$ cat config.mk
export PLATFORM = sky130hd
export DESIGN_NAME = line_editor_with_echo_top
export DESIGN_NICKNAME = d
export VERILOG_FILES = /design/src/rtl/core/led_pkg.sv /design/src/rtl/core/line_editor_with_echo_top.sv
export SDC_FILE = /design/constraint.sdc
export NUM_CORES = 1
export LEC_CHECK = 0
export BUFFER_PORTS_ARGS = -buffer_cell sky130_fd_sc_hd__buf_2
export CAP_MARGIN = 10
export CORE_UTILIZATION = 60
export CTS_CLUSTER_SIZE = 16
export DETAILED_ROUTE_END_ITERATION = 7
export GPL_TIMING_DRIVEN = 0
export PLACE_DENSITY_LB_ADDON = 0.25
export SYNTH_ARGS = -nofsm -noshare
export SYNTH_HDL_FRONTEND = slang
export SYNTH_SLANG_ARGS = --single-unit
$ cat constraint.sdc
create_clock -name i_clk -period 4.9 [get_ports i_clk]
set_input_delay 0.98 -clock i_clk [delete_from_list [all_inputs] [get_ports i_clk]]
set_output_delay 0.98 -clock i_clk [all_outputs]
set_load 0.02 [all_outputs]
$ cat src/rtl/core/led_pkg.sv
// Shared types and constants for the line editor with echo.
// Holds the sequencer state type, key codes, result kinds and register indexes.
// No dependencies.
package led_pkg;

    // Key codes with fixed meaning
    localparam logic [7:0] KEY_NEWLINE   = 8'd10;
    localparam logic [7:0] KEY_BACKSPACE = 8'd8;
    localparam logic [7:0] KEY_TAB       = 8'd9;
    localparam logic [7:0] KEY_SPACE     = 8'd32;

    // Result kinds
    localparam logic [1:0] KIND_ECHO     = 2'd0;
    localparam logic [1:0] KIND_LINE_CHR = 2'd1;
    localparam logic [1:0] KIND_LINE_END = 2'd2;

    // Configuration register indexes
    localparam logic [2:0] REG_LINE_CAPACITY = 3'd0;
    localparam logic [2:0] REG_TAB_WIDTH     = 3'd1;
    localparam logic [2:0] REG_PAGE_UP       = 3'd2;
    localparam logic [2:0] REG_PAGE_DOWN     = 3'd3;
    localparam logic [2:0] REG_CLEAR_SCREEN  = 3'd4;

    localparam int CAP_W     = 6;
    localparam int TAB_W     = 4;
    localparam int LEN_W     = 5;
    localparam int CFG_IDX_W = 3;
    localparam int CFG_W     = 8;

    typedef enum logic [1:0] {
        ST_IDLE,
        ST_TAB,
        ST_DRAIN,
        ST_LINE_END
    } t_state;

endpackage

$ cat src/rtl/core/line_editor_with_echo_top.sv
// Line editor with echo: top level, line store memory and result sequencer.
// Depends on led_pkg.
//
// Usage:
//   Input channel (i_in_valid / o_in_stall / i_key_code) takes one key byte per
//   transaction. Output channel (o_out_valid / i_out_stall / o_kind, o_out_char,
//   o_line_length, o_last) delivers result transactions in order; o_last marks
//   the final result caused by a key. Keys that cause no result produce nothing.
//   A plain write port (i_cfg_we, i_cfg_idx, i_cfg_data) sets line capacity,
//   tab width and the three echo-only key codes; write it only while idle.
// Throughput:
//   One result per cycle when the receiver does not stall. A tab gives its spaces
//   one after the other. A newline first starts the read of the line store, then
//   returns each stored character through the registered read port, and then
//   gives the line end. Because the store read is registered, the read start
//   gives no result.
// Reset:
//   Synchronous, active low. Clears the fill count, the sequencer and the output
//   valid, and loads the register reset values. The line store is not cleared;
//   only entries below the fill count are ever read.
// Stall:
//   A stalled result holds in the output register; the sequencer waits and the
//   input channel stalls until the result is taken.
module line_editor_with_echo_top #(
    parameter int LINE_DEPTH = 32
) (
    input  logic       i_clk,
    input  logic       i_rst_n,
    input  logic       i_in_valid,
    output logic       o_in_stall,
    input  logic [7:0] i_key_code,
    output logic       o_out_valid,
    input  logic       i_out_stall,
    output logic [1:0] o_kind,
    output logic [7:0] o_out_char,
    output logic [4:0] o_line_length,
    output logic       o_last,
    input  logic       i_cfg_we,
    input  logic [2:0] i_cfg_idx,
    input  logic [7:0] i_cfg_data
);
    import led_pkg::*;

    localparam int AW = $clog2(LINE_DEPTH);
    localparam int FW = $clog2(LINE_DEPTH + 1);

    // Configuration registers
    logic [CAP_W-1:0] r_capacity;
    logic [TAB_W-1:0] r_tab_spaces;
    logic [7:0]       r_page_up;
    logic [7:0]       r_page_down;
    logic [7:0]       r_clear_screen;

    // Sequencer state
    t_state           r_state, n_state;
    logic [FW-1:0]    r_fill, n_fill;
    logic [AW-1:0]    r_idx, n_idx;
    logic [TAB_W-1:0] r_tab_left, n_tab_left;

    // Line store
    logic [7:0]    r_mem [LINE_DEPTH];
    logic [7:0]    r_rd_data;
    logic [AW-1:0] rd_addr;
    logic          mem_we;
    logic [7:0]    mem_wdata;

    // Output register
    logic             r_out_valid;
    logic [1:0]       r_kind;
    logic [7:0]       r_char;
    logic [LEN_W-1:0] r_len;
    logic             r_last;

    logic             slot_free;
    logic             in_acc;
    logic             emit;
    logic [1:0]       e_kind;
    logic [7:0]       e_char;
    logic             e_last;
    logic [LEN_W-1:0] e_len;

    logic [CAP_W:0]   cap_ext;
    logic [CAP_W:0]   cap_eff;
    logic [FW-1:0]    lim;
    logic [FW-1:0]    fill_inc;
    logic             room;
    logic             room_next;
    logic [TAB_W-1:0] tab_cnt;
    logic [TAB_W-1:0] tab_rem;
    logic             is_special;

    // Effective character limit: min(capacity, depth) - 1, floor zero
    always_comb begin
        cap_ext = {1'b0, r_capacity};
        cap_eff = (cap_ext > (CAP_W + 1)'(LINE_DEPTH)) ? (CAP_W + 1)'(LINE_DEPTH) : cap_ext;
        lim     = (cap_eff == '0) ? '0 : FW'(cap_eff - 1'b1);
    end

    assign slot_free  = !r_out_valid || !i_out_stall;
    assign o_in_stall = !((r_state == ST_IDLE) && slot_free);
    assign in_acc     = i_in_valid && !o_in_stall;
    assign fill_inc   = r_fill + FW'(1);
    assign room       = r_fill < lim;
    assign room_next  = fill_inc < lim;
    assign is_special = (i_key_code == r_page_up) || (i_key_code == r_page_down)
                      || (i_key_code == r_clear_screen);

    always_comb begin
        n_state    = r_state;
        n_fill     = r_fill;
        n_idx      = r_idx;
        n_tab_left = r_tab_left;
        emit       = 1'b0;
        e_kind     = KIND_ECHO;
        e_char     = i_key_code;
        e_len      = '0;
        e_last     = 1'b1;
        mem_we     = 1'b0;
        mem_wdata  = i_key_code;
        rd_addr    = '0;
        tab_cnt    = (r_state == ST_TAB) ? r_tab_left : r_tab_spaces;
        tab_rem    = tab_cnt - 1'b1;
        case (r_state)
            ST_IDLE: begin
                if (in_acc) begin
                    if (i_key_code == KEY_NEWLINE) begin
                        if (r_fill == '0) begin
                            // empty line: line end right away
                            emit   = 1'b1;
                            e_kind = KIND_LINE_END;
                            e_char = KEY_NEWLINE;
                        end else begin
                            // start reading entry zero
                            n_idx   = '0;
                            n_state = ST_DRAIN;
                        end
                    end else if (is_special) begin
                        emit = 1'b1;
                    end else if (i_key_code == KEY_BACKSPACE) begin
                        if (r_fill != '0) begin
                            emit   = 1'b1;
                            n_fill = r_fill - FW'(1);
                        end
                    end else if (i_key_code == KEY_TAB) begin
                        if ((r_tab_spaces != '0) && room) begin
                            emit      = 1'b1;
                            e_char    = KEY_SPACE;
                            mem_we    = 1'b1;
                            mem_wdata = KEY_SPACE;
                            n_fill    = fill_inc;
                            e_last    = (tab_rem == '0) || !room_next;
                            n_tab_left = tab_rem;
                            if (!e_last) begin
                                n_state = ST_TAB;
                            end
                        end
                    end else if (room) begin
                        emit   = 1'b1;
                        mem_we = 1'b1;
                        n_fill = fill_inc;
                    end
                end
            end
            ST_TAB: begin
                // room is guaranteed on entry; fill does not move while waiting
                if (slot_free) begin
                    emit       = 1'b1;
                    e_char     = KEY_SPACE;
                    mem_we     = 1'b1;
                    mem_wdata  = KEY_SPACE;
                    n_fill     = fill_inc;
                    e_last     = (tab_rem == '0) || !room_next;
                    n_tab_left = tab_rem;
                    if (e_last) begin
                        n_state = ST_IDLE;
                    end
                end
            end
            ST_DRAIN: begin
                rd_addr = r_idx;
                if (slot_free) begin
                    emit    = 1'b1;
                    e_kind  = KIND_LINE_CHR;
                    e_char  = r_rd_data;
                    e_last  = 1'b0;
                    rd_addr = AW'(r_idx + 1'b1);
                    n_idx   = AW'(r_idx + 1'b1);
                    if ((FW'(r_idx) + FW'(1)) == r_fill) begin
                        n_state = ST_LINE_END;
                    end
                end
            end
            ST_LINE_END: begin
                if (slot_free) begin
                    emit    = 1'b1;
                    e_kind  = KIND_LINE_END;
                    e_char  = KEY_NEWLINE;
                    e_len   = LEN_W'(r_fill);
                    n_fill  = '0;
                    n_state = ST_IDLE;
                end
            end
            default: begin
                n_state = ST_IDLE;
            end
        endcase
        // length on an immediate empty-line end is zero, as set by default
    end

    // Sequencer and control registers
    always_ff @(posedge i_clk) begin
        if (!i_rst_n) begin
            r_state     <= ST_IDLE;
            r_fill      <= '0;
            r_idx       <= '0;
            r_tab_left  <= '0;
            r_out_valid <= 1'b0;
        end else begin
            r_state    <= n_state;
            r_fill     <= n_fill;
            r_idx      <= n_idx;
            r_tab_left <= n_tab_left;
            if (emit) begin
                r_out_valid <= 1'b1;
            end else if (!i_out_stall) begin
                r_out_valid <= 1'b0;
            end
        end
    end

    // Output payload: load on emit, hold otherwise
    always_ff @(posedge i_clk) begin
        if (emit) begin
            r_kind <= e_kind;
            r_char <= e_char;
            r_len  <= e_len;
            r_last <= e_last;
        end
    end

    // Line store: one write port at the fill position, one registered read
    always_ff @(posedge i_clk) begin
        if (mem_we) begin
            r_mem[r_fill[AW-1:0]] <= mem_wdata;
        end
        r_rd_data <= r_mem[rd_addr];
    end

    // Configuration registers
    always_ff @(posedge i_clk) begin
        if (!i_rst_n) begin
            r_capacity     <= CAP_W'(32);
            r_tab_spaces   <= TAB_W'(4);
            r_page_up      <= 8'd128;
            r_page_down    <= 8'd129;
            r_clear_screen <= 8'd130;
        end else if (i_cfg_we) begin
            case (i_cfg_idx)
                REG_LINE_CAPACITY: r_capacity     <= i_cfg_data[CAP_W-1:0];
                REG_TAB_WIDTH:     r_tab_spaces   <= i_cfg_data[TAB_W-1:0];
                REG_PAGE_UP:       r_page_up      <= i_cfg_data;
                REG_PAGE_DOWN:     r_page_down    <= i_cfg_data;
                REG_CLEAR_SCREEN:  r_clear_screen <= i_cfg_data;
                default: begin
                end
            endcase
        end
    end

    assign o_out_valid   = r_out_valid;
    assign o_kind        = r_kind;
    assign o_out_char    = r_char;
    assign o_line_length = r_len;
    assign o_last        = r_last;

`ifndef SYNTH
    // fill never reaches the store depth
    a_fill_bound: assert property (@(posedge i_clk) disable iff (!i_rst_n)
        r_fill < FW'(LINE_DEPTH))
        else $error("fill count reached store depth");

    // readback index stays below the fill
    a_drain_idx: assert property (@(posedge i_clk) disable iff (!i_rst_n)
        (r_state == ST_DRAIN) |-> (FW'(r_idx) < r_fill))
        else $error("readback index beyond fill");

    // a line end result always closes its key
    a_line_end_last: assert property (@(posedge i_clk) disable iff (!i_rst_n)
        (r_out_valid && (r_kind == KIND_LINE_END)) |-> r_last)
        else $error("line end without last");

    // the fill clears right after a line end is produced from the store
    a_fill_clear: assert property (@(posedge i_clk) disable iff (!i_rst_n)
        ((r_state == ST_LINE_END) && slot_free) |=> (r_fill == '0))
        else $error("fill not cleared after line end");

    // store is never written while it is read back
    a_no_write_drain: assert property (@(posedge i_clk) disable iff (!i_rst_n)
        ((r_state == ST_DRAIN) || (r_state == ST_LINE_END)) |-> !mem_we)
        else $error("store write during readback");
`endif

endmodule
# After elaboration in Yosys (flattened, before gate mapping)

Memories as Yosys holds them, arrays and structs flattened. A register that Yosys moved wholly into a read port is not among the register bits.
Cells that the tools add are included.

$add $sub $neg: 6
Reduce and logical (&&, ||, !) cells: 32
$lt $le $gt $ge: 3
Multiplexer cells: 91
Equal/unequal tests: 37

Operator list:

| cell                                                  | count |
|---|---|
| 2-to-1 mux 8 bit                                      | 12 |
| 2-to-1 mux 6 bit                                      | 12 |
| 2-to-1 mux 2 bit                                      | 17 |
| 2-to-1 mux 4 bit                                      | 8 |
| case mux 8 bit (4 select lines)                       | 1 |
| 2-to-1 mux 1 bit                                      | 27 |
| 2-to-1 mux 5 bit                                      | 5 |
| == test 8 x 4 -> 1 bit, second input constant         | 3 |
| == test 8 bit                                         | 3 |
| inequality test 2 bit, second input constant          | 9 |
| case mux 6 bit (3 select lines)                       | 1 |
| case mux 8 bit (2 select lines)                       | 1 |
| less-than comparator 6 bit                            | 2 |
| AND reduction 12 bit                                  | 1 |
| AND reduction 2 bit                                   | 6 |
| subtractor 6 x 1 -> 6 bit, second input constant      | 2 |
| inequality test 2 x 1 -> 1 bit, second input constant | 5 |
| case mux 5 bit (2 select lines)                       | 1 |
| inequality test 3 bit, second input constant          | 3 |
| AND reduction 9 bit                                   | 1 |
| case mux 2 bit (4 select lines)                       | 1 |
| case mux 4 bit (2 select lines)                       | 1 |
| AND reduction 8 bit                                   | 1 |
| zero test 7 bit                                       | 1 |
| 31 further kinds                                      | 45 |

Memories kept: 1
Bits in writable memories: 256
Logic and storage cells: 184
Register bits after elaboration: 68
Output and inout bits: 18

Memory list:

| memory | words | width | rd ports | clocked after memory_dff | write ports | RTL line                        | source |
|---|---|---|---|---|---|---|---|
| r_mem  | 32    | 8     | 1        | 1                        | 1           | line_editor_with_echo_top.sv:61 | `logic [7:0] r_mem [LINE_DEPTH];` |

# Longest topological paths before layout

Gate-level depths: netlist of the first run.

Depth in word-level cells: 15
Gate-level depth with buffers: 15
Depth with buffers taken out: 14

# Worst setup path after synthesis of the first run

Ideal clock, no wire load.

Kind: register to register
From: register r_capacity[5]
To: memory r_mem[0][2], data pin
Slack: 1270 ps
Setup time: 359 ps
Stages on the path, launching flop included: 14
Path buffers: 1
Data arrival time: 3270 ps
Cell sequence: dfxtp_1 -> inv_1 -> nand2_1 -> ha_1 -> or4b_4 -> a22oi_1 -> ha_1 -> a21oi_1 -> o21ai_0 -> a21oi_2 -> a41oi_2 -> nor3_2 -> buf_6 -> nor2b_1

Cells in the longest elaborated chain, start to end: 13
Elaborated cells on any way between the ends: 14
Those cells by class: add/sub: 1; order compare: 2; mux: 9; reduce/logical: 2

RTL lines:

| item                                                         | RTL line                         | source |
|---|---|---|
| from (decl)                                                  | line_editor_with_echo_top.sv:48  | `logic [CAP_W-1:0] r_capacity;` |
| from (signal assigned)                                       | line_editor_with_echo_top.sv:259 | `REG_LINE_CAPACITY: r_capacity <= i_cfg_data[CAP_W-1:0];` |
| greater-than comparator 6 bit                                | line_editor_with_echo_top.sv:95  | `cap_eff = (cap_ext > (CAP_W + 1)'(LINE_DEPTH)) ? (CAP_W + 1)'(LINE_DEPTH) : cap_ext;` |
| 2-to-1 mux 6 bit *                                           | line_editor_with_echo_top.sv:95  |  |
| subtractor 6 x 1 -> 6 bit or zero test 7 bit (tied branches) | line_editor_with_echo_top.sv:96  | `lim = (cap_eff == '0) ? '0 : FW'(cap_eff - 1'b1);` |
| 2-to-1 mux 6 bit *                                           | line_editor_with_echo_top.sv:96  |  |
| less-than comparator 6 bit *                                 | line_editor_with_echo_top.sv:103 | `assign room = r_fill < lim;` |
| logical AND 1 bit *                                          | line_editor_with_echo_top.sv:145 | `if ((r_tab_spaces != '0) && room) begin` |
| 2-to-1 mux 8 bit *                                           | line_editor_with_echo_top.sv:145 |  |
| 2-to-1 mux 8 bit *                                           | line_editor_with_echo_top.sv:144 | `end else if (i_key_code == KEY_TAB) begin` |
| 2-to-1 mux 8 bit *                                           | line_editor_with_echo_top.sv:139 | `end else if (i_key_code == KEY_BACKSPACE) begin` |
| 2-to-1 mux 8 bit *                                           | line_editor_with_echo_top.sv:137 | `end else if (is_special) begin` |
| 2-to-1 mux 8 bit *                                           | line_editor_with_echo_top.sv:126 | `if (i_key_code == KEY_NEWLINE) begin` |
| 2-to-1 mux 8 bit *                                           | line_editor_with_echo_top.sv:125 | `if (in_acc) begin` |
| case mux 8 bit (2 select lines) *                            | line_editor_with_echo_top.sv:123 | `case (r_state)` |
| named net mem_wdata[2]                                       | line_editor_with_echo_top.sv:65  | `logic [7:0] mem_wdata;` |
| to (decl)                                                    | line_editor_with_echo_top.sv:61  |  |

Mark *: on every way through the listed nets, which the timed path passes. The rest lies on a longest branch.

# Final worst setup path of the first run

From: register r_capacity[5]
To: memory r_mem[27][6], enable pin

Cells in the longest elaborated chain, start to end: 15
Elaborated cells on any way between the ends: 17
Those cells by class: add/sub: 1; order compare: 2; mux: 12; reduce/logical: 2

RTL lines:

| item                                                         | RTL line                         | source |
|---|---|---|
| greater-than comparator 6 bit                                | line_editor_with_echo_top.sv:95  |  |
| 2-to-1 mux 6 bit *                                           | line_editor_with_echo_top.sv:95  |  |
| subtractor 6 x 1 -> 6 bit or zero test 7 bit (tied branches) | line_editor_with_echo_top.sv:96  |  |
| 2-to-1 mux 6 bit *                                           | line_editor_with_echo_top.sv:96  |  |
| less-than comparator 6 bit *                                 | line_editor_with_echo_top.sv:103 |  |
| logical AND 1 bit                                            | line_editor_with_echo_top.sv:145 |  |
| 2-to-1 mux 1 bit                                             | line_editor_with_echo_top.sv:145 |  |
| 2-to-1 mux 1 bit *                                           | line_editor_with_echo_top.sv:144 |  |
| 2-to-1 mux 1 bit *                                           | line_editor_with_echo_top.sv:139 |  |
| 2-to-1 mux 1 bit *                                           | line_editor_with_echo_top.sv:137 |  |
| 2-to-1 mux 1 bit *                                           | line_editor_with_echo_top.sv:126 |  |
| 2-to-1 mux 1 bit *                                           | line_editor_with_echo_top.sv:125 |  |
| case mux 1 bit (2 select lines) *                            | line_editor_with_echo_top.sv:123 |  |
| 2-to-1 mux 1 bit *                                           | line_editor_with_echo_top.sv:243 | `if (mem_we) begin` |
| 2-to-1 mux 1 bit (not written as such) *                     | line_editor_with_echo_top.sv:244 | `r_mem[r_fill[AW-1:0]] <= mem_wdata;` |

Every way passes the cells marked *; elsewhere a longest branch is shown, timed or not.

==> results of run 1 <==
==> logic make-up (layout without fill, tap and decap cells) <==
logic type / after synthesis / in the layout / synth area share, %
adder cells (fa/ha/maj): 19 / 19 / 1.62
XOR/XNOR: 40 / 40 / 2.44
flip-flops: 332 / 332 / 63.8
other: 0 / 1 / 0
AND/OR/NAND/NOR: 486 / 486 / 15.5
AO/OA/AOI/OAI: 278 / 278 / 12.8
multiplexers: 15 / 15 / 1.03
buffers and inverters: 93 / 195 / 2.90
==> final timing paths <==
kind	startpoint	slack, ns	endpoint
worst max-delay path	r_capacity[5]	0.17	r_mem[27][6]
worst min-delay path	r_page_up[6]	0.46	r_page_up[6]
worst max register to register	r_capacity[5]	0.17	r_mem[27][6]
worst min register to register	r_page_up[6]	0.46	r_page_up[6]
==> metal layers <==
layer  routed length (um)  global-route usage, %  vias to the layer above
met1                15200                   43.3                     5180
met4                 1050                   11.0                        0
met2                17200                   47.9                      540
met5                    0                      0                        -
met3                 3790                   5.23                       85
li1                     -                      -                     4817
==> worst max-delay path, stage by stage, from the launching register on <==
cell and delay, ns:
dfxtp_1 0.45, inv_1 0.17, nand2_1 0.12, ha_1 0.23, or4b_4 0.52, a22oi_1 0.20
ha_1 0.27, and4_1 0.22, a21o_1 0.18, o41ai_2 0.58, nand2_1 0.55, nor2_1 0.86
==> power groups by stage <==
stage	registers [mW]	clock network (mW)	logic [mW]
after floorplan	3.17	0	0.154
after global placement	3.17	0	0.255
after detailed placement	3.17	0	0.272
after CTS	3.11	2.61	0.274
after global routing	3.11	2.71	0.298
final	3.11	2.61	0.279
==> sequential cells by signal (all words and copies together) (netlist names) <==
name,count
r_mem,256
o_out_char,8
r_clear_screen,8
r_page_down,8
r_page_up,8
r_rd_data,8
r_capacity,6
r_fill,6
o_line_length,5
r_idx,5
r_tab_left,4
r_tab_spaces,4
o_kind,2
r_state,2
o_last,1
o_out_valid,1
==> synthesized netlist by cell type (all sizes together) (19+ instances only) <==
cell / count
a31oi: 73
nand3: 32
a21oi: 46
o22ai: 33
and2: 66
nand2: 233
edfxtp: 272
xor2: 31
dfxtp: 60
buf: 42
ha: 19
nor2: 78
clkbuf: 40
a211oi: 72
==> cell type report <==
cell class / instances / area [um^2] / share of cell area, %
Inverter: 11 / 41.3 / 0.250
Sequential cell: 332 / 9370 / 56.7
Antenna cell: 1 / 2.50 / 0.0151
Tap cell: 319 / 399 / 2.41
Buffer: 82 / 384 / 2.32
Clock buffer: 52 / 1060 / 6.44
Clock inverter: 10 / 73.8 / 0.447
Multi-Input combinational cell: 838 / 4920 / 29.8
Timing Repair Buffer: 40 / 273 / 1.65
==> per-stage QoR <==
stage	TNS (ns)	util, %	instance area, um^2	std cells
3_5_place_dp	0	64.8	15400	1622
2_1_floorplan	0	-	14700	1263
5_1_grt	0	69.6	16500	1685
4_1_cts	0	69.6	16500	1684
3_3_place_gp	-64.17	64.2	15300	1616
6_report	0	69.6	16500	1685
==> run metrics, run 1 <==
Synth Flop Type=edfxtp_1; Pre-antenna DRT Iters=5; clk buf depth=3; Residual DRC=0; GRT Total Usage=30.6%; CTS Sinks=332; Comb power frac=4.7%; post-CTS setup buffer count=0; cell taking the most area after synthesis=edfxtp_1; Arr. time, crit path=4.87 ns; post-route minimum period=4.73 ns; unrepaired setup endpoints after global routing=false; Worst Skew=0.0194 ns; Pins Over Slew Limit=0; Warnings, synthesis=0; initial antenna violation count=1; Detailed Route WL=37200 um; Finish-stage setup viols=0; Root Buffer=clkbuf_16; commonest non-fill, non-tap cells in the layout=edfxtp_1, nand2_1, nor2_1; # nets final=1382; Yosys reg bits=332; Flop pwr share=51.9%; Worst setup EP type=register; Max Cap Viol=0; R2R cell count=11; synth unique cells=69; status=complete, no violations; Crit Path Max Fanout=8; Final period util=96.6%; vias in the first global route=10084; Cell Pwr Density=363 mW/mm^2; largest net degree at the start of global routing=33; Startpoint Class=register; num rows=56; Post-synth EDFFs=272; CTS Hold Bufs=0; Syn Area/Cell=11.6 um^2; net load switching power=1.27 mW; Yosys top cell area share=55.6%; Seq/Total Area, Yosys=63.8%; peak supply drop=0.327 mV; Via Count=10622; routability cong.=0.928; cell internal power dissipation=4.73 mW; fill cell count=1656; Design Power=5.99 mW; DRT iter0 DRCs=1349; commonest non-fill, non-tap cell in the layout=edfxtp_1; ys async rst share=0%; Post-Syn Area=0.0147 mm^2; area grow syn2layout=12.5%; ranking of synthesized cells by area=edfxtp_1, dfxtp_1, nand2_1; hold slack=0.464 ns; layout cells sized above 1=11.3%; Mapped Cells=1263; CTS-repair resized insts=0; pre-CTS setup slack=0.311 ns; critical path class=register to register; initial core utilization=61.8%; H-tree Lvls=2; Die Ht=158 um; first-pass GRT wire length=56400 um; syn nets=1306; Inserted Clock Buffers=34; Worst slew margin=34.1%; Worst EP required=5.04 ns; Worst Hold Class=register to register; Clock Latency Late Sink=0.52 ns; Final ANT Viol Nets=0; I/O Pins=42; Reg clk slew, reported paths=0.06 ns; final worst setup slack=0.167 ns; die area=0.0251 mm^2; hold depth=2; final-report hold violation count=0; Core Region=0.0238 mm^2; total gr overflow=0; P_leak=5.75 nW; via density per instance=6.30; Clk pwr share=43.5%; Slew @ Worst Pin=0.986 ns; routed len/inst=22.1 um; Net Sw Frac=21.1%; # port buffers=34; Post-DP HPWL=25700 um; CTS tree=done; Die X-Extent=158 um; fmax=211 MHz
No activity file was read; power rests on OpenSTA's default activity.
==> run 2, diff against run 1 <==
REMOVE_ABC_BUFFERS = 1   (was not set)
==> run 2 against run 1 <==
Critical path depth unchanged. Clock-buffer cell count decreased by 7. Design area decreased by 1.6%.
==> run metrics, run 2 (synthesis gave the netlist of run 1 again) <==
initial core utilization=61.8% (unchanged); Arr. time, crit path=4.63 ns (-0.24 ns); CP peak stage delay=0.79 ns (-0.07 ns); Design Power=5.77 mW (-3.8%); CTS tree=done; Fin Setup TNS=0 ns (unchanged); Reg clk slew, reported paths=0.06 ns (about the same); # nets final=1315 (-4.8%); crit-path cells=inv_1 > nand2_1 > ha_1 > or4b_4 > a22oi_1 > ha_1 > and4_1 > a21o_1 > o41ai_2 > nand2_1 > nor2_1; Inserted Clock Buffers=34 (unchanged); critical path class=register to register; num rows=56 (unchanged); Die Ht=158 um (unchanged); placed instance count=1555 (-4.1%); I/O Pins=42 (unchanged); Post-DP HPWL=21700 um (-15%); commonest non-fill, non-tap cells in the layout=edfxtp_1, nand2_1, nor2_1; H-tree Lvls=2 (unchanged); Via Count=10097 (-4.9%); Die X-Extent=158 um (unchanged); Worst EP required=5.04 ns (about the same); Worst Hold Path EP=r_page_up[6]; Final period util=91.6% (-5.0 points); Finished Cell Area=0.0163 mm^2 (-1.6%); vias in the first global route=9454 (-6.2%); CTS-repair resized insts=0 (unchanged); Post-DP Area=0.0152 mm^2 (-0.93%); CTS Sinks=332 (unchanged); Root Buffer=clkbuf_16; Slew @ Worst Pin=1.09 ns (+0.103 ns); total gr overflow=0 (unchanged); CTS Hold Bufs=0 (unchanged); critical path's slowest cell=nor2_1; clk buf depth=3 (unchanged); WP buf/inv=1 (unchanged); Pins Over Slew Limit=0 (unchanged); reg2reg end=r_mem[7][5]; initial antenna violation count=0 (-1); routability cong.=0.885 (-4.7%); Final ANT Viol Nets=0 (unchanged); commonest non-fill, non-tap cell in the layout=edfxtp_1; Clock Latency Late Sink=0.52 ns (about the same); Worst setup EP type=register; Worst R2R Start=r_capacity[5]; layout cells sized above 1=9.74% (-1.5 points); fmax=223 MHz (+5.5%); Pre-antenna DRT Iters=5 (unchanged); Detailed Route WL=34000 um (-8.6%); hold slack=0.469 ns (+0.00442 ns); Worst Hold Class=register to register; max reg flops=256 (unchanged); area grow syn2layout=10.7%; R2R cell count=11 (unchanged); GRT Total Usage=27.6% (-3.0 points); Max Cap Viol=0 (unchanged); hold path start=r_page_up[6]; delay-heaviest family, CP=simple AND/OR/NAND/NOR gates; hold depth=2 (unchanged); status=complete, no violations; Residual DRC=0 (unchanged); first-pass GRT wire length=51400 um (-8.9%); final-report hold violation count=0 (unchanged); unrepaired setup endpoints after global routing=false; via density per instance=6.26 (-0.70%); Startpoint Class=register; DRT iter0 DRCs=1107 (-18%); post-layout util=68.5% (-1.1 points); post-CTS setup buffer count=0 (unchanged); R2R setup slack=0.41 ns (+0.25 ns); routed len/inst=21.1 um (-4.5%); Inserted Diodes=0 (-1); Core Region=0.0238 mm^2 (unchanged); Crit Path Max Fanout=8 (unchanged); die area=0.0251 mm^2 (unchanged); final worst setup slack=0.413 ns (+0.246 ns); Worst slew margin=27.0% (-7.1 points); P_leak=5.59 nW (-2.7%); Post-Layout Cell Count=1613 (-4.3%); Finish-stage setup viols=0 (unchanged); fill cell count=1637 (-1.1%); largest net degree at the start of global routing=92 (+180%); peak supply drop=0.366 mV (+12%); Cell Pwr Density=355 mW/mm^2 (-2.2%); pre-CTS setup slack=0.445 ns (+0.134 ns); # port buffers=41 (+21%); Worst Skew=0.0174 ns (-0.00199 ns); post-route minimum period=4.49 ns (-0.246 ns)
## run 2: worst register-to-register path, cell delays in order, from the launching register on
cell	delay [ns]
dfxtp_1	0.44
inv_1	0.16
nand2_1	0.12
ha_1	0.23
or4b_4	0.52
a22oi_1	0.17
ha_1	0.26
and4_1	0.21
a21o_1	0.19
o41ai_2	0.53
nand2_1	0.49
nor2_1	0.79
## run 2: layer usage
metal | vias up | global-route usage (%) | wire length [um] | share of wire (%)
met5 | - | 0 | 0 | 0
met2 | 495 | 44.6 | 15800 | 47
li1 | 4668 | - | - | -
met4 | 0 | 12.5 | 1330 | 3.9
met1 | 4852 | 37.2 | 13900 | 41
met3 | 82 | 4.16 | 2930 | 8.6
## run 2: cell type report
cell class	instances	area [um^2]	area share (%)
clock buffers	45	923	5.68
clock inverters	13	91.3	0.562
inverters	11	41.3	0.254
multi-input cells	838	4940	30.4
flip-flops and latches	332	9370	57.6
well taps	319	399	2.45
repair buffers	55	493	3.03
## run 2: power breakdown
part / internal (mW) / switching [mW]
clock: 1.38 / 1.01
combinational: 0.0798 / 0.185
sequential: 3.09 / 0.0259
## run 2: worst max-delay path by stage
stage,from,end,slack (ns),cells after the start
finish,r_capacity[5],r_mem[7][5],0.41,11
global route,r_capacity[5],r_mem[0][7],0.05,13
CTS,r_capacity[5],r_mem[7][5],0.44,11
detailed placement,r_capacity[5],r_mem[7][5],0.44,11
global placement,i_out_stall,r_rd_data[2],-9.59,7
floorplan,i_out_stall,r_rd_data[0],-3.99,6
==> run 3, diff against run 2 <==
--- a/config.mk
+++ b/config.mk
@@ -8,5 +8,5 @@
 export BUFFER_PORTS_ARGS = -buffer_cell sky130_fd_sc_hd__buf_2
 export CAP_MARGIN = 10
-export CORE_UTILIZATION = 60
+export CORE_UTILIZATION = 56
 export CTS_CLUSTER_SIZE = 16
 export DETAILED_ROUTE_END_ITERATION = 7
==> constraint.sdc (replaced) <==
create_clock -name i_clk -period 3.6 [get_ports i_clk]
set_input_delay 0.72 -clock i_clk [delete_from_list [all_inputs] [get_ports i_clk]]
set_output_delay 0.72 -clock i_clk [all_outputs]
set_load 0.01 [all_outputs]
==> run 3 against run 2 <==
Wire length grew 6.4%. Die area up 7.0%. Via count grew 1.8%. Design area increased by 5.7%. Clock power rose by 50%. Sequential cell count did not move. Hold slack got worse by 0.021 ns. Global-route usage about the same. Critical path depth rose by 1. Register-to-register slack worse by 0.25 ns. Highest routed layer unchanged.
==> run metrics, run 3 (synthesis gave the netlist of run 1 again) <==
status=complete, no violations; routability cong.=0.979 (+11%); hold slack=0.448 ns (-0.0206 ns); I/O Pins=42 (unchanged); Max Cap Viol=0 (unchanged); Core Region=0.0255 mm^2 (+7.2%); commonest non-fill, non-tap cells in the layout=edfxtp_1, nand2_1, a31oi_1; hold path start=i_cfg_data[7]; Post-DP HPWL=21900 um (+1.2%); critical path's slowest cell=or4b_4; Worst Hold Class=input pin to register; peak supply drop=0.473 mV (+29%); WP buf/inv=2 (+1); Pins Over Slew Limit=0 (unchanged); # port buffers=41 (unchanged); GRT Total Usage=27.6% (about the same); Inserted Diodes=0 (unchanged); Cell Pwr Density=480 mW/mm^2 (+35%); Final ANT Viol Nets=0 (unchanged); CTS Sinks=332 (unchanged); hold depth=3 (+1); clk buf depth=3 (unchanged); Detailed Route WL=36200 um (+6.4%); num rows=58 (+3.6%); # nets final=1349 (+2.6%); delay-heaviest family, CP=simple AND/OR/NAND/NOR gates; Post-Layout Cell Count=1660 (+2.9%); post-route minimum period=3.44 ns (-1.05 ns); Final period util=95.4% (+3.9 points); fmax=291 MHz (+31%); P_leak=5.89 nW (+5.3%); H-tree Lvls=2 (unchanged); critical path class=register to register; CP startpoint=r_capacity[5]; crit-path cells=inv_2 > nand2_1 > ha_2 > or4b_4 > a22oi_1 > ha_1 > and4_1 > a21o_1 > o41ai_4 > buf_6 > nand2_8 > nor2_4; final-report hold violation count=0 (unchanged); die area=0.0269 mm^2 (+7.0%); Die Ht=164 um (+3.5%); routed len/inst=21.8 um (+3.4%); Die X-Extent=164 um (+3.5%); placed instance count=1566 (+0.71%); Arr. time, crit path=3.63 ns (-1.00 ns); via density per instance=6.19 (-1.0%); max reg flops=256 (unchanged); CTS Hold Bufs=0 (unchanged); Design Power=8.26 mW (+43%); vias in the first global route=9830 (+4.0%); Crit Path Max Fanout=8 (unchanged); Via Count=10283 (+1.8%); Reg clk slew, reported paths=0.06 ns (about the same); layout cells sized above 1=15.4% (+5.7 points); Worst Hold Path EP=r_clear_screen[7]; Worst setup EP type=register; Root Buffer=clkbuf_16; Worst Skew=0.0259 ns (+0.00855 ns); Worst slew margin=46.2% (+19 points); Worst EP required=3.79 ns (-1.25 ns); Inserted Clock Buffers=35 (+2.9%); CTS tree=done; Slew @ Worst Pin=0.806 ns (-0.283 ns); reg2reg end=r_mem[25][6]; CP peak stage delay=0.51 ns (-0.28 ns); total gr overflow=0 (unchanged); DRT iter0 DRCs=1123 (+1.4%); area grow syn2layout=17.0%; initial core utilization=57.7% (-4.2 points); Startpoint Class=register; unrepaired setup endpoints after global routing=false; Worst R2R Start=r_capacity[5]; Pre-antenna DRT Iters=5 (unchanged); Residual DRC=0 (unchanged); largest net degree at the start of global routing=84 (-8.7%); commonest non-fill, non-tap cell in the layout=edfxtp_1; R2R cell count=12 (+1); R2R setup slack=0.16 ns (-0.25 ns); Finish-stage setup viols=0 (unchanged); initial antenna violation count=0 (unchanged); first-pass GRT wire length=55400 um (+7.7%); Clock Latency Late Sink=0.54 ns (+0.02 ns)
==> run 3: cell count changes in the layout (fill, tap and decap cells not counted), sizes merged <==
cell,before,now
clkbuf,45,46
inv,10,11
buf,55,87
o21ai,18,19
bufinv,1,4
clkinv,12,11
clkinvlp,1,0
==> run 3: how the worst max path moves through the flow <==
stage | endpoint | slack, ns | depth (start not counted)
finish | r_mem[25][6] | 0.16 | 12
global route | r_rd_data[0] | 0.02 | 9
CTS | r_mem[27][4] | 0.007 | 12
detailed placement | r_mem[7][7] | -0.94 | 11
global placement | r_rd_data[0] | -10.51 | 7
floorplan | r_rd_data[0] | -5.02 | 6
==> run 3: per-stage QoR <==
stage / TNS, ns / setup slack (ns) / instance area, um^2 / util [%]
after floorplan: -40.18 / -5.02 / 14300 / -
after global placement: -585.30 / -10.51 / 14900 / 58.6
after detailed placement: -319.48 / -0.938 / 15300 / 59.9
after CTS: 0 / 0.00699 / 17200 / 67.3
after global routing: 0 / 0.0186 / 17200 / 67.5
final: 0 / 0.164 / 17200 / 67.5
==> run 3: metal layers <==
layer / part of all wire, % / track usage (%)
met1: 41 / 37.3
met2: 48 / 44.6
met3: 8.0 / 4.24
met4: 3.6 / 11.7
met5: 0 / 0
==> run 3: layout make-up <==
| class | instances | area [um^2] |
|---|---|---|
| clock inverters | 15 | 186 |
| inverters | 11 | 41.3 |
| flip-flops and latches | 332 | 9370 |
| fillers | 1806 | 8280 |
| well taps | 330 | 413 |
| clock buffers | 46 | 948 |
| multi-input cells | 839 | 5320 |
| repair buffers | 87 | 905 |
==> run 3: what timing repair did <==
action | 4_1_cts | 5_1_grt
gates resized for setup | 91 | 6
hold endpoints to repair | 0 | 0
cloned | 0 | 1
endpoints found under the setup margin | 532 | 480
pin swaps | 17 | 8
setup buffers | 31 | 1
==> run 3: report_power, final <==
part	leakage, nW	internal [mW]	switching, mW
Combinational	2.39	0.144	0.285
Clock	0.551	2.15	1.44
Sequential	2.95	4.20	0.0348
Total	5.89	6.49	1.77
==> run 3: worst min-delay path, delay by kind of cell <==
kind	cells	cell delay (ns)
buffers and inverters	1	0.11
AND/OR/NAND/NOR	2	0.12
